**config.mk**
```make
export PLATFORM = sky130hd
export DESIGN_NAME = gale_lane
export DESIGN_NICKNAME = d
export VERILOG_FILES = /design/src/design/gale_pkg.sv /design/src/design/gale_lane.sv
export SDC_FILE = /design/constraint.sdc
export NUM_CORES = 1
export LEC_CHECK = 0
export BUFFER_PORTS_ARGS = -buffer_cell sky130_fd_sc_hd__buf_2
export CAP_MARGIN = 20
export CORE_UTILIZATION = 35
export CTS_BUF_LIST = sky130_fd_sc_hd__clkbuf_4 sky130_fd_sc_hd__clkbuf_8 sky130_fd_sc_hd__clkbuf_16
export CTS_CLUSTER_SIZE = 40
export DETAILED_ROUTE_END_ITERATION = 12
export PLACE_DENSITY_LB_ADDON = 0.1
export SYNTH_ARGS = -nofsm -noshare
export SYNTH_HDL_FRONTEND = slang
export SYNTH_SLANG_ARGS = --single-unit
```
**constraint.sdc**
```tcl
create_clock -name clk -period 21.4 [get_ports clk]
set_input_delay 2.14 -clock clk [delete_from_list [all_inputs] [get_ports clk]]
set_output_delay 2.14 -clock clk [all_outputs]
set_load 0.1 [all_outputs]
```
**src/design/gale_pkg.sv**
```systemverilog
// Shared types, constants and helper functions of the gray array line estimator.
// Used by the lane, divider and top-level modules; depends on nothing else.
package gale_pkg;

  // Sizes of the sensor array and of the fixed result fields.
  localparam int NUM_CH = 8;
  localparam int CH_W = 16;
  localparam int SUM_W = 19;
  localparam int HALF_W = 18;
  localparam int PROD_W = 30;
  localparam int WEIGHT_W = 13;
  localparam int CNT_W = 4;

  // Divider geometry: quotients never exceed 3500, numerators stay below 2^29.
  localparam int DIV_N_W = 29;
  localparam int DIV_D_W = 19;
  localparam int DIV_Q_W = 12;
  localparam int PERM_W = 28;

  // Narrow track: a single run no wider than this many channels.
  localparam logic [CNT_W-1:0] TRACK_MAX_SPAN = 4'd3;
  localparam logic [9:0] PERMILLE = 10'd1000;

  // Configuration register indexes.
  localparam logic [2:0] CFG_SIGNAL_THR   = 3'd0;
  localparam logic [2:0] CFG_RELATIVE_THR = 3'd1;
  localparam logic [2:0] CFG_CENTER_OFS   = 3'd2;
  localparam logic [2:0] CFG_WIDE_MIN_ACT = 3'd3;
  localparam logic [2:0] CFG_WIDE_MIN_BG  = 3'd4;
  localparam logic [2:0] CFG_TRACK_MIN_CF = 3'd5;
  localparam logic [2:0] CFG_TRACK_MAX_AC = 3'd6;
  localparam logic [2:0] CFG_MIN_CONF     = 3'd7;

  // Line pattern codes.
  localparam logic [1:0] PAT_NONE   = 2'd0;
  localparam logic [1:0] PAT_WIDE   = 2'd1;
  localparam logic [1:0] PAT_NARROW = 2'd2;
  localparam logic [1:0] PAT_SPLIT  = 2'd3;

  // Frame summary carried down the pipeline, filled in stage by stage.
  typedef struct packed {
    logic                     sv;
    logic [CH_W-1:0]          bg;
    logic [SUM_W-1:0]         sum;
    logic [HALF_W-1:0]        left;
    logic [HALF_W-1:0]        right;
    logic signed [PROD_W-1:0] wsum;
    logic [CNT_W-1:0]         cnt;
    logic [NUM_CH-1:0]        mask;
    logic [SUM_W-1:0]         tsum;
    logic [CNT_W-1:0]         tcnt;
    logic [NUM_CH-1:0]        tmask;
    logic [2:0]               clusters;
    logic [CNT_W-1:0]         span;
    logic [PERM_W-1:0]        perm_num;
    logic signed [PROD_W-1:0] twsum;
  } item_t;

  // Fixed channel weight: -3500 for the leftmost sensor, in steps of 1000.
  function automatic logic signed [WEIGHT_W-1:0] ch_weight(input logic [2:0] lane);
    ch_weight = WEIGHT_W'(signed'({3'd0, lane}) * 13'sd1000 - 13'sd3500);
  endfunction

  // Saturate an unsigned sum to 16 bits.
  function automatic logic [CH_W-1:0] sat_u16(input logic [SUM_W-1:0] v);
    sat_u16 = (v > SUM_W'(16'hFFFF)) ? 16'hFFFF : v[CH_W-1:0];
  endfunction

  // Saturate an 18-bit signed value to 16 bits.
  function automatic logic [CH_W-1:0] sat_s16(input logic signed [17:0] v);
    if (v > 18'sd32767) begin
      sat_s16 = 16'h7FFF;
    end else if (v < -18'sd32768) begin
      sat_s16 = 16'h8000;
    end else begin
      sat_s16 = v[CH_W-1:0];
    end
  endfunction

endpackage

```
**src/design/gale_lane.sv**
```systemverilog
// One sensor lane: threshold test, weighted product, background-relative value.
// Depends on gale_pkg for widths and the channel weight function.
module gale_lane (
  input  logic                               clk,
  input  logic [2:0]                         lane,
  input  logic [gale_pkg::CH_W-1:0]          value,
  input  logic [gale_pkg::CH_W-1:0]          sig_thr,
  input  logic [gale_pkg::CH_W-1:0]          bg,
  input  logic [gale_pkg::CH_W-1:0]          rel_thr,
  output logic                               act,
  output logic [gale_pkg::CH_W-1:0]          val_b,
  output logic signed [gale_pkg::PROD_W-1:0] prod,
  output logic                               tact,
  output logic [gale_pkg::CH_W-1:0]          rel,
  output logic signed [gale_pkg::PROD_W-1:0] tprod
);

  logic signed [gale_pkg::PROD_W-1:0] wx;
  logic signed [gale_pkg::PROD_W-1:0] vx;
  logic signed [gale_pkg::PROD_W-1:0] rx;
  logic [gale_pkg::CH_W-1:0]          rel_next;

  assign wx = gale_pkg::PROD_W'(gale_pkg::ch_weight(lane));
  assign vx = signed'({14'd0, value});
  assign rx = signed'({14'd0, rel});

  // Value above the background, zero where the channel sits at or below it.
  assign rel_next = (val_b > bg) ? val_b - bg : '0;

  // First stage: absolute threshold and weighted reading.
  always_ff @(posedge clk) begin
    val_b <= value;
    act   <= (value >= sig_thr);
    prod  <= vx * wx;
  end

  // Second stage: relative value once the background is known.
  always_ff @(posedge clk) begin
    rel  <= rel_next;
    tact <= (rel_next != '0) && (rel_next >= rel_thr);
  end

  // Third stage: weighted relative value.
  always_ff @(posedge clk) begin
    tprod <= rx * wx;
  end

endmodule

```
==> flow_summary.ini <==
[status]
status = complete, no violations

[synth]
synth.avg_cell_area_sq_um = 9.28
synth_warnings = 0
synth_area_sq_mm = 0.0160
ys_top_cells_by_area = fa_1, ha_1, dfxtp_1
synthArstFlopShare_pct = 0
yosys_most_used_dff = dfxtp_1
synth_top_area_share_pct = 29.5
synth-edff-count = 0
synth_seq_cells = 89
synth_top_area_cell = fa_1
synth_cells = 1721
synth.distinct_cells = 58
synth_seq_area_share_pct = 11.2

[cells_and_area]
final-seq-area_sq_mm = 0.00178
n_fill_cell = 4622
final_common_cell = inv_1
multiInputGateArea_sq_mm = 0.0126
nNetsFinal = 2471
final_cell_mix = inv_1, ha_1, fa_1
syn_to_final_growth_pct = 10.8
layout-drive-gt1-share_pct = 10.9

[floorplan]
initial_core_util_pct = 35.8
design.core.area_sq_mm = 0.0446
dieWidth_microns = 216
fp.dieArea_sq_mm = 0.0465
ios = 162
die_y_microns = 216
std_cell_rows = 77

[detailed_routing]
via_per_inst = 4.66
dr.pass1.iters = 4
wl_per_cell_microns = 16.3
ant_nets = 0
post-route-drc-count = 0
wirelength_microns = 40000
vias = 11435
drt_iter0_markers = 388

[clock_tree]
cts_hold_buf = 0
cts_setup_buffers = 0
htreeDepth = 3
cts_root_buf = clkbuf_16
cts_sinks = 89
cts_tree = yes
clockBufferDepth = 2
cts_buffers = 9
clk_latency_ns = 0.39
cts_resized = 0
clkTransAtPathRegs_ns = 0.07

[setup_path]
path_buf_inv = 5
cp-end-kind = register
reg2reg_slack_ns = 15.26
cpPeakStageDelay_ns = 0.82
critPathLaunch = lane[0]
cp.required_ns = 21.72
path_class = in2reg
critical_path_depth = 30
reg2reg_from = rel[7]
cp_slowest_cell = fa_1
r2r-end = tprod[28]
cp_top_family = adder cells
crit_arrival_ns = 11.63
rr_worst_depth = 21
critPathLaunchType = input port
crit_path_frequent_cell = fa_1
worstPathMaxFanout = 34
cp-endpoint = prod[26]

[sta]
final_max_slew_viol_count = 0
setup_viol = 0
max_freq_ghz = 0.0884
fin_crit_ns = 11.31
slew_headroom_pct = 33.1
finClkSkew_ns = 0.0128
fin_crit_sh_pct = 52.9
worst_slew_pin_slew_ns = 0.999
rsz0062_at_grt = no
hold_viol = 0
finalSetupTns_ns = 0

[global_routing]
grt_max_degree = 62
grt_pass1_vias = 12499
antenna_found_initial = 3
track_usage_pct = 18.4
overflow = 0
grt_pass1_wl_microns = 66200

[hold_path]
hold_depth = 0
hold_path.class = reg2reg

[placement]
place_congestion = 0.831
dpl.hpwl_microns = 33200
io_buffers = 157

[run]
drv_cap = 0
-- flip-flops by register name, indices dropped and copies added (netlist names) --
register  flops
tact          1
rel          16
val_b        15
prod         28
act           1
tprod        28
-- cells in the mapped netlist, types with 3 or more instances --
master / n
nor3_1: 9
buf_1: 3
a21o_1: 56
o21bai_1: 7
nor2_1: 74
inv_1: 364
o31a_1: 3
or2_2: 12
ha_1: 313
fa_1: 235
nand2_1: 108
o21a_1: 11
and3_1: 7
a2111oi_0: 3
xnor2_1: 42
nand3_1: 9
and2_1: 100
xor2_1: 19
nand2b_1: 44
nand4_1: 8
nor2b_1: 27
a41oi_1: 3
dfxtp_1: 89
clkbuf_1: 37
o21ai_0: 36
a31o_2: 3
buf_4: 5
a211oi_1: 9
a21oi_1: 49
-- worst min path at each step --
stage                    end   start  slack [ns]
global placement    tprod[2]  rel[0]        0.58
detailed placement  tprod[2]  rel[0]        0.57
finish              tprod[2]  rel[0]        0.57
global route        tprod[2]  rel[0]        0.60
CTS                 tprod[2]  rel[0]        0.58
floorplan           tprod[2]  rel[0]        0.93
-- cell families (layout without fill, tap and decap cells) --
group | after synthesis | count (layout) | share of synthesized area, %
compound gates | 200 | 200 | 8.46
xor+xnor | 61 | 61 | 3.35
fa+ha+maj | 549 | 549 | 54.1
buf+inv | 413 | 547 | 9.84
flops | 89 | 89 | 11.2
mux | 1 | 1 | 0.0627
other cells | 1 | 8 | 0.0235
simple gates | 407 | 407 | 13.0
-- stage by stage --
| step | hold slack [ns] | instances | setup slack (ns) | util, % | area, sq um |
|---|---|---|---|---|---|
| after floorplan | 0.928 | 1726 | 11.12 | - | 16000 |
| after global placement | 0.582 | 2435 | 9.84 | 39.0 | 17400 |
| after detailed placement | 0.571 | 2435 | 9.64 | 39.0 | 17400 |
| after CTS | 0.582 | 2451 | 10.02 | 39.6 | 17700 |
| after global routing | 0.603 | 2454 | 9.41 | 39.7 | 17700 |
| final | 0.567 | 2454 | 10.09 | 39.7 | 17700 |
-- layout make-up --
cell class / count / share of cell area (%)
repair buffers: 165 / 4.77
inverters: 366 / 7.77
multi-input cells: 1224 / 71.5
well taps: 592 / 4.19
flip-flops and latches: 89 / 10.1
clock inverters: 6 / 0.325
clock buffers: 10 / 1.35
diodes: 2 / 0.0283
-- routing by layer --
metal | track usage [%] | vias up | share of wire [%]
li1 | - | 5675 | -
met1 | 23.7 | 5600 | 46
met2 | 32.3 | 134 | 49
met3 | 2.96 | 24 | 3.3
met4 | 3.78 | 2 | 1.3
met5 | 0 | - | 0.032
Power is not shown: default switching activity piles up to over one toggle a cycle in this logic, so the estimate is an artifact.
