### config.mk
export PLATFORM = sky130hd
export DESIGN_NAME = gale_div
export DESIGN_NICKNAME = d
export VERILOG_FILES = /design/src/design/gale_pkg.sv /design/src/design/gale_div.sv
export SDC_FILE = /design/constraint.sdc
export NUM_CORES = 1
export LEC_CHECK = 0
export BUFFER_PORTS_ARGS = -buffer_cell sky130_fd_sc_hd__clkbuf_2
export CAP_MARGIN = 10
export CORE_MARGIN = 2
export CORE_UTILIZATION = 35
export CTS_CLUSTER_DIAMETER = 120
export DETAILED_ROUTE_END_ITERATION = 8
export GPL_ROUTABILITY_DRIVEN = 0
export PLACE_DENSITY = 0.54
export SKIP_LAST_GASP = 1
export SYNTH_ARGS = -nofsm -noshare
export SYNTH_HDL_FRONTEND = slang
export SYNTH_SLANG_ARGS = --single-unit
### constraint.sdc
create_clock -name clk -period 6.7 [get_ports clk]
set_clock_uncertainty 0.05 [all_clocks]
set_input_delay 1.005 -clock clk [delete_from_list [all_inputs] [get_ports clk]]
set_output_delay 1.005 -clock clk [all_outputs]
set_load 0.005 [all_outputs]
### src/design/gale_pkg.sv
// Shared types, constants and helper functions of the gray array line estimator.
// Used by the lane, divider and top-level modules; depends on nothing else.
package gale_pkg;

  // Sizes of the sensor array and of the fixed result fields.
  localparam int NUM_CH = 8;
  localparam int CH_W = 16;
  localparam int SUM_W = 19;
  localparam int HALF_W = 18;
  localparam int PROD_W = 30;
  localparam int WEIGHT_W = 13;
  localparam int CNT_W = 4;

  // Divider geometry: quotients never exceed 3500, numerators stay below 2^29.
  localparam int DIV_N_W = 29;
  localparam int DIV_D_W = 19;
  localparam int DIV_Q_W = 12;
  localparam int PERM_W = 28;

  // Narrow track: a single run no wider than this many channels.
  localparam logic [CNT_W-1:0] TRACK_MAX_SPAN = 4'd3;
  localparam logic [9:0] PERMILLE = 10'd1000;

  // Configuration register indexes.
  localparam logic [2:0] CFG_SIGNAL_THR   = 3'd0;
  localparam logic [2:0] CFG_RELATIVE_THR = 3'd1;
  localparam logic [2:0] CFG_CENTER_OFS   = 3'd2;
  localparam logic [2:0] CFG_WIDE_MIN_ACT = 3'd3;
  localparam logic [2:0] CFG_WIDE_MIN_BG  = 3'd4;
  localparam logic [2:0] CFG_TRACK_MIN_CF = 3'd5;
  localparam logic [2:0] CFG_TRACK_MAX_AC = 3'd6;
  localparam logic [2:0] CFG_MIN_CONF     = 3'd7;

  // Line pattern codes.
  localparam logic [1:0] PAT_NONE   = 2'd0;
  localparam logic [1:0] PAT_WIDE   = 2'd1;
  localparam logic [1:0] PAT_NARROW = 2'd2;
  localparam logic [1:0] PAT_SPLIT  = 2'd3;

  // Frame summary carried down the pipeline, filled in stage by stage.
  typedef struct packed {
    logic                     sv;
    logic [CH_W-1:0]          bg;
    logic [SUM_W-1:0]         sum;
    logic [HALF_W-1:0]        left;
    logic [HALF_W-1:0]        right;
    logic signed [PROD_W-1:0] wsum;
    logic [CNT_W-1:0]         cnt;
    logic [NUM_CH-1:0]        mask;
    logic [SUM_W-1:0]         tsum;
    logic [CNT_W-1:0]         tcnt;
    logic [NUM_CH-1:0]        tmask;
    logic [2:0]               clusters;
    logic [CNT_W-1:0]         span;
    logic [PERM_W-1:0]        perm_num;
    logic signed [PROD_W-1:0] twsum;
  } item_t;

  // Fixed channel weight: -3500 for the leftmost sensor, in steps of 1000.
  function automatic logic signed [WEIGHT_W-1:0] ch_weight(input logic [2:0] lane);
    ch_weight = WEIGHT_W'(signed'({3'd0, lane}) * 13'sd1000 - 13'sd3500);
  endfunction

  // Saturate an unsigned sum to 16 bits.
  function automatic logic [CH_W-1:0] sat_u16(input logic [SUM_W-1:0] v);
    sat_u16 = (v > SUM_W'(16'hFFFF)) ? 16'hFFFF : v[CH_W-1:0];
  endfunction

  // Saturate an 18-bit signed value to 16 bits.
  function automatic logic [CH_W-1:0] sat_s16(input logic signed [17:0] v);
    if (v > 18'sd32767) begin
      sat_s16 = 16'h7FFF;
    end else if (v < -18'sd32768) begin
      sat_s16 = 16'h8000;
    end else begin
      sat_s16 = v[CH_W-1:0];
    end
  endfunction

endpackage

### src/design/gale_div.sv
// Pipelined restoring divider, one quotient bit per stage.
// Depends on gale_pkg for its widths; quotient must fit DIV_Q_W bits.
module gale_div (
  input  logic                         clk,
  input  logic [gale_pkg::DIV_N_W-1:0] num,
  input  logic [gale_pkg::DIV_D_W-1:0] den,
  output logic [gale_pkg::DIV_Q_W-1:0] quot
);

  localparam int RW = gale_pkg::DIV_N_W + 2;

  logic [gale_pkg::DIV_N_W-1:0] rem [gale_pkg::DIV_Q_W+1];
  logic [gale_pkg::DIV_D_W-1:0] dv  [gale_pkg::DIV_Q_W+1];
  logic [gale_pkg::DIV_Q_W-1:0] qv  [gale_pkg::DIV_Q_W+1];

  assign rem[0] = num;
  assign dv[0]  = den;
  assign qv[0]  = '0;

  // Each stage tries the shifted divisor for one quotient bit, MSB first.
  for (genvar k = 0; k < gale_pkg::DIV_Q_W; k++) begin : g_stage
    localparam int B = gale_pkg::DIV_Q_W - 1 - k;
    logic [RW-1:0]                dsh;
    logic                         fits;
    logic [gale_pkg::DIV_Q_W-1:0] q_next;

    assign dsh  = RW'(dv[k]) << B;
    assign fits = (RW'(rem[k]) >= dsh);

    always_comb begin
      q_next    = qv[k];
      q_next[B] = fits;
    end

    always_ff @(posedge clk) begin
      rem[k+1] <= fits ? gale_pkg::DIV_N_W'(RW'(rem[k]) - dsh) : rem[k];
      dv[k+1]  <= dv[k];
      qv[k+1]  <= q_next;
    end
  end

  assign quot = qv[gale_pkg::DIV_Q_W];

endmodule

==> results.yml, run 1 <==
clock_tree:
  cts_max_level: 3
  clk_pin_slew_ns: 0.06
  hold_buffers: 0
  cts_made_buffers: 68
  insertion_delay_ns: 0.59
  postCtsSetupBuffers: 0
  clk_path_buf_depth: 3
  cts_tree: "yes"
  clock-sinks: 606
  cts.repair.resized: 0
  cts-root-buf: "clkbuf_16"
routing:
  drtAntennaViolNets: 0
  drtIter0Drc: 870
  dr.pass1.iters: 5
  wl_mm: 59.5
  wire_per_inst_um: 15.2
  drc: 0
  via_count: 19300
  via_per_inst: 4.93
floorplanning:
  dieArea_um2: 77900
  rows: 100
  start_util_pct: 35.5
  die_h_um: 279
  core_region_area_um2: 74700
  pin_count: 61
  dieWidth_um: 279
sta:
  fmax_ghz: 0.262
  finalMaxSlewViolations: 0
  setup_ws_ns: 2.89
  rsz0062_at_grt: "false"
  worstMarginPinSlew_ns: 0.851
  finalSetupViolations: 0
  hold_viol: 0
  tns_ns: 0
  min_period_over_period_pct: 56.9
  maxSlewHeadroom_pct: 42.8
  fin_crit_ns: 3.81
power:
  p_leak_nw: 13.6
  ir_drop_v: 0.000228
  power.total_mw: 14.8
  p_per_area_nw_per_um2: 492
synthesis:
  synthArstFlopShare_pct: 0
  syn-cell-area_um2: 26500
  synth_warnings: 0
  ys_seq_elements: 606
  synth_cells: 2806
  syn_nets: 3093
  syn_avg_cell_area_um2: 9.45
  synth_top_area_cell: "dfxtp_1"
  synth_edf_count: 0
  synth_area_leaders: "dfxtp_1 46%, ha_1 11%, inv_1 4.2%, a21oi_1 4.1%, xnor2_1 3.3%"
  yosysUniqueCellTypes: 82
  netlist.area_leader.share_pct: 45.8
  ys_seq_area_share_pct: 45.8
  synthFlopType: "dfxtp_1"
grt:
  track_usage_pct: 15.3
  met2_usage_pct: 29.6
  grt-ovfl-total: 0
  grt_use_met3_pct: 2.38
  grt_pass1_wl_mm: 97.2
  antenna_found_initial: 0
  top_usage_layer: "met2"
  grt_max_degree: 37
  grt_pass1_vias: 19700
  met1_usage_pct: 16.2
setup_path:
  r2r_cells: 14
  cp-end-kind: "flip-flop"
  arrival_ns: 4.24
  slowest_stage: "a31o_1"
  r2r_start: "rem[299]$_DFF_P_"
  startpoint: "rem[299]$_DFF_P_"
  worstPathRequired_ns: 7.12
  worstPathMaxFanout: 13
  slowest_delay_ns: 0.49
  crit_chain: "inv_1 > ha_1 > inv_1 > fa_1 > a211oi_2 > o21ai_1 > a211oi_2 > o21ai_1 > a221o_1 > a21o_1 > a21o_1 > a31o_1 > buf_8 > mux2_4"
  crit_type: "reg -> reg"
  start_kind: "flip-flop"
run_status:
  status: "complete, no violations"
placed_design:
  port_buffers: 60
  dpl_worst_slack_ns: 2.87
  dp_hpwl_mm: 46.8
hold_path:
  min_delay_path_depth: 0
  min_path_type: "reg -> reg"
  hp-start: "g_stage[9].q_next[8]$_DFF_P_"
final_layout:
  multi_input_area_um2: 13100
  fill_cells: 7240
  regArea_um2: 12100
  area.growth.synth_to_final_pct: 13.6
  diodes: 0
  layout.nets: 3186
  drive_gt1_share_pct: 8.86
flow_run:
  drv_cap: 0
stage by stage:
stage / cells / hold slack [ns] / util, % / cell area (um2)
after floorplan: 2806 / 0.260 / - / 26500
after global placement: 3797 / 0.260 / 37.4 / 27900
after detailed placement: 3797 / 0.262 / 37.4 / 27900
after CTS: 3914 / 0.275 / 40.3 / 30100
after global routing: 3915 / 0.278 / 40.3 / 30100
final: 3915 / 0.272 / 40.3 / 30100
final cells by class:
cell class | instances | area share (%)
Clock buffer | 93 | 6.34
Clock inverter | 24 | 0.947
Inverter | 299 | 3.73
Multi-Input combinational cell | 1853 | 43.4
Sequential cell | 606 | 40.3
Tap cell | 969 | 4.03
Timing Repair Buffer | 71 | 1.30
per-layer routing:
layer	vias up	part of all wire, %
met1	8960	41
met2	353	52
li1	9860	-
met3	136	3.2
met5	-	0
met4	0	3.9
power breakdown:
group | internal, mW | switching, mW | leakage (nW)
Clock | 2.16 | 1.46 | 1.06
Combinational | 2.74 | 3.25 | 7.48
Sequential | 4.61 | 0.606 | 5.10
sequential cells by signal (all words and copies together) (netlist names):
register,flops
dv,209
quot,12
g_stage.q_next,66
rem,319
Yosys cell counts (all sizes together) (6+ instances only):
cell	n
dfxtp	606
inv	299
ha	227
a21oi	216
nand2	201
nor2	183
o21ai	178
xnor2	101
xor2	100
a21o	66
mux2	59
nand3	50
nor3	47
o21a	36
clkbuf	32
nand2b	28
nor2b	27
o21bai	27
nand4	24
a211oi	23
nor4	22
a31oi	21
and3	16
buf	16
o211ai	16
o31ai	16
or3	14
or4	14
o31a	13
fa	11
and2	9
or2	8
a2111oi	7
a41oi	6
nand4b	6
o2111ai	6
cell usage in the layout, fill, tap and decap left out, drive strengths merged, types with 7 or more instances in the layout:
master	n
a2111oi	7
a211oi	23
a21o	66
a21oi	216
a31oi	21
and2	9
and3	16
buf	11
clkbuf	153
clkinv	12
dfxtp	606
fa	11
ha	227
inv	303
mux2	59
nand2	201
nand2b	28
nand3	50
nand4	24
nor2	183
nor2b	27
nor3	47
nor4	22
o211ai	16
o21a	36
o21ai	178
o21bai	27
o31a	13
o31ai	16
or2	8
or3	14
or4	14
xnor2	101
xor2	100
cells by family (layout without fill, tap and decap cells):
family,Yosys count,after routing,share of synthesized area [%]
AOI/OAI and AO/OA,681,681,16.0
xor gates and xnor gates,201,201,6.64
adders and majority gates,238,238,11.5
buffers and inverters,347,487,5.02
DFF,606,606,45.8
muxes,62,62,2.85
and+or+nand+nor,671,671,12.2
worst max-delay path: cells and delay by family, from the launching register on:
family                     cells  cell delay, ns
AOI/OAI and AO/OA              8            2.03
adders and majority gates      2            0.60
muxes                          1            0.29
buffers and inverters          3            0.41
DFF                            1            0.30
worst paths after layout:
check	to	slack (ns)
setup / recovery	rem[278]$_DFF_P_	2.89
hold / removal	g_stage[10].q_next[8]$_DFF_P_	0.27
hold reg to reg	g_stage[10].q_next[8]$_DFF_P_	0.27
setup reg to reg	rem[278]$_DFF_P_	2.89
(Power assumes the default switching activity.)
==> inputs of run 2 (changes only) <==
--- a/config.mk
+++ b/config.mk
@@ -5,6 +5,7 @@
 export SDC_FILE = /design/constraint.sdc
 export NUM_CORES = 1
 export LEC_CHECK = 0
+export ABC_AREA = 1
 export BUFFER_PORTS_ARGS = -buffer_cell sky130_fd_sc_hd__clkbuf_2
 export CAP_MARGIN = 10
 export CORE_MARGIN = 2
@@ -12,7 +13,7 @@
 export CTS_CLUSTER_DIAMETER = 120
 export DETAILED_ROUTE_END_ITERATION = 8
 export GPL_ROUTABILITY_DRIVEN = 0
-export PLACE_DENSITY = 0.54
+export PLACE_DENSITY = 0.55
 export SKIP_LAST_GASP = 1
 export SYNTH_ARGS = -nofsm -noshare
 export SYNTH_HDL_FRONTEND = slang
==> constraint.sdc (replaced) <==
create_clock -name clk -period 3.4 [get_ports clk]
set_clock_uncertainty 0.05 [all_clocks]
set_input_delay 0.51 -clock clk [delete_from_list [all_inputs] [get_ports clk]]
set_output_delay 0.51 -clock clk [all_outputs]
set_load 0.005 [all_outputs]
==> run 2 against run 1 <==
  * Count of clock-buffer cells in the layout fell by 4
  * Synthesized area is 24% higher
  * Synthesized cell count up 72%
  * Clock power grew 110%
  * Highest routed layer unchanged
==> results.yml, run 2 <==
synthesis:
  ys_seq_elements: 606
  synth_xor_area_share_pct: 3.11
  yosysMostFrequentCell: "nand2_1"
  synthFlopType: "dfxtp_1"
  muxShareOfSynthArea_pct: 0
  syn_avg_cell_area_um2: 6.82
  syn_nets: 5120
  synth_fa_ha_area_share_pct: 9.28
  netlist.area_leader.share_pct: 36.8
  synth_top_area_cell: "dfxtp_1"
  synth_simple_gate_area_share_pct: 34.2
  yosys-top-cells-count: "1,672 x nand2_1, 864 x inv_1, 606 x dfxtp_1"
  syn-cell-area_um2: 33000
  synth-compound-area-share_pct: 5.46
  synth_warnings: 0
  synth_edf_count: 0
  ys_seq_area_share_pct: 36.8
  synth_cells: 4833
  synthArstFlopShare_pct: 0
  synth_top_family_by_area: "simple AND/OR/NAND/NOR gates"
  synth_area_leaders: "dfxtp_1 37%, nand2_1 19%, inv_1 9.8%, ha_1 8.6%, nand3_1 5.3%"
  yosysUniqueCellTypes: 45
floorplanning:
  pin_count: 61
  core_region_area_um2: 93300
  die_h_um: 311
  dieWidth_um: 311
  rows: 112
  dieArea_um2: 96600
  start_util_pct: 35.3
grt:
  grt-ovfl-total: 0
  track_usage_pct: 19.8
  grt_pass1_vias: 27500
  antenna_found_initial: 4
  grt_pass1_wl_mm: 152
  grt_max_degree: 36
run_status:
  status: "complete, no violations"
power:
  p_leak_nw: 19.6
  switching_share_pct: 43.9
  clkPwrFrac_pct: 21.8
  share_comb_of_total_power_pct: 47.3
  internal_power_mw: 19.6
  p_per_area_nw_per_um2: 938
  power_switching_mw: 15.3
  p_seq_share_pct: 30.9
  ir_drop_v: 0.000351
placed_design:
  port_buffers: 60
  dp_hpwl_mm: 80.1
setup_path:
  cp-end-kind: "flip-flop"
  r2r-end: "rem[228]$_DFF_P_"
  ff2ff_setup_slack_ns: 0.73
  r2r_cells: 11
  crit_type: "reg -> reg"
  r2r_start: "dv[154]$_DFF_P_"
  arrival_ns: 3.09
  worstPathMaxFanout: 20
  start_kind: "flip-flop"
  worstPathRequired_ns: 3.83
sta:
  finalMaxSlewViolations: 0
  fin_crit_ns: 2.67
  tns_ns: 0
  min_period_over_period_pct: 78.4
  maxSlewHeadroom_pct: 48.8
  worstMarginPinSlew_ns: 0.767
  rsz0062_at_grt: "false"
  fmax_ghz: 0.375
  hold_viol: 0
  finalSetupViolations: 0
final_layout:
  layout.nets: 5250
  top_register: "rem"
  area.growth.synth_to_final_pct: 12.7
  largest_reg_flops: 319
  final_common_cell: "nand2_1"
  fin_util_pct: 39.8
  final_cell_mix: "1,672 x nand2_1, 864 x inv_1, 606 x dfxtp_1, 355 x nor2_1, 351 x nand3_1"
  drive_gt1_share_pct: 7.10
  diodes: 0
routing:
  wl_mm: 96.6
  drtIter0Drc: 2238
  dr.pass1.iters: 6
  drc: 0
  drtAntennaViolNets: 0
  via_per_inst: 4.61
  wire_per_inst_um: 15.4
  via_count: 28900
clock_tree:
  cts_max_level: 3
  cts-root-buf: "clkbuf_16"
  cts.repair.resized: 0
  clk_pin_slew_ns: 0.06
  cts_tree: "yes"
  insertion_delay_ns: 0.62
  cts_made_buffers: 67
  clock-sinks: 606
  clk_path_buf_depth: 3
hold_path:
  min_delay_path_depth: 3
  hp-start: "num[15]"
  holdPathEnd: "rem[334]$_DFF_P_"
  min_path_type: "in -> reg"
flow_run:
  drv_cap: 0
run 2: changes by cell type in the layout (fill, tap and decap cells not counted), moves of 63 or more:
cell and delta:
nand2_1 +1471, inv_1 +566, nand3_1 +301, nor2_1 +172, o21ai_0 -73, a21oi_1 -66, a21o_1 -63
run 2: cell families after synthesis:
kind of cell | Yosys count
buffers and inverters | 917
adders and majority gates | 238
AOI/OAI and AO/OA | 304
and+or+nand+nor | 2651
xor gates and xnor gates | 117
DFF | 606
run 2: what timing repair did:
item / in CTS / in global routing
buffers inserted: 0 / 0
hold buffers: 30 / 0
hold endpoints to repair: 30 / 0
run 2: area by class of cell:
type	instances	area [um2]
fill	9989	56200
multi-input combinational	3310	17100
sequential	606	12100
inverter	877	3300
clock buffer	89	1910
tap	1254	1570
timing repair buffer	101	696
clock inverter	30	400
run 2: worst max-delay path, stage by stage, from the launching register on:
cell and delay, ns:
dfxtp_1 0.35, inv_1 0.05, ha_1 0.38, nand2_1 0.14
nor3_1 0.41, nand4_1 0.15, nor2_1 0.27, nor2_1 0.09
nand2_2 0.23, inv_2 0.24, nand2_1 0.11, nand2_1 0.08
run 2: worst max path at each step:
stage          slack, ns        startpoint               end  cells past startpoint
6_report            0.73   dv[154]$_DFF_P_  rem[228]$_DFF_P_                     11
5_1_grt             0.44  rem[179]$_DFF_P_  rem[168]$_DFF_P_                     13
4_1_cts             0.71   dv[225]$_DFF_P_  rem[300]$_DFF_P_                     10
3_5_place_dp        0.73   dv[154]$_DFF_P_  rem[226]$_DFF_P_                     11
3_3_place_gp        0.67   dv[154]$_DFF_P_  rem[226]$_DFF_P_                     11
2_1_floorplan       1.37   rem[59]$_DFF_P_   rem[34]$_DFF_P_                     13
run 2: routing by layer:
layer	track usage [%]	share of wire, %
met1	26.4	46
met2	33.0	46
met3	2.69	4.7
met4	6.66	3.3
met5	0	0
run 2: metrics by stage:
step	setup WS, ns	hold WS (ns)	area, um2	instances	power, mW
6_report	0.734	0.134	37100	6267	34.9
5_1_grt	0.444	0.111	37100	6267	37.9
4_1_cts	0.707	0.103	37100	6267	35.1
3_5_place_dp	0.733	0.262	34500	6118	27.3
3_3_place_gp	0.674	0.260	34500	6118	27.3
2_1_floorplan	1.37	0.260	33000	4833	22.8
run 2: power by group through the flow:
stage                     registers [mW]  clock network (mW)  logic [mW]
final                               10.8                7.60        16.5
after global routing                10.9                8.11        18.8
after CTS                           10.8                7.84        16.5
after detailed placement            11.0                   0        16.3
after global placement              11.0                   0        16.3
after floorplan                     10.1                   0        12.7
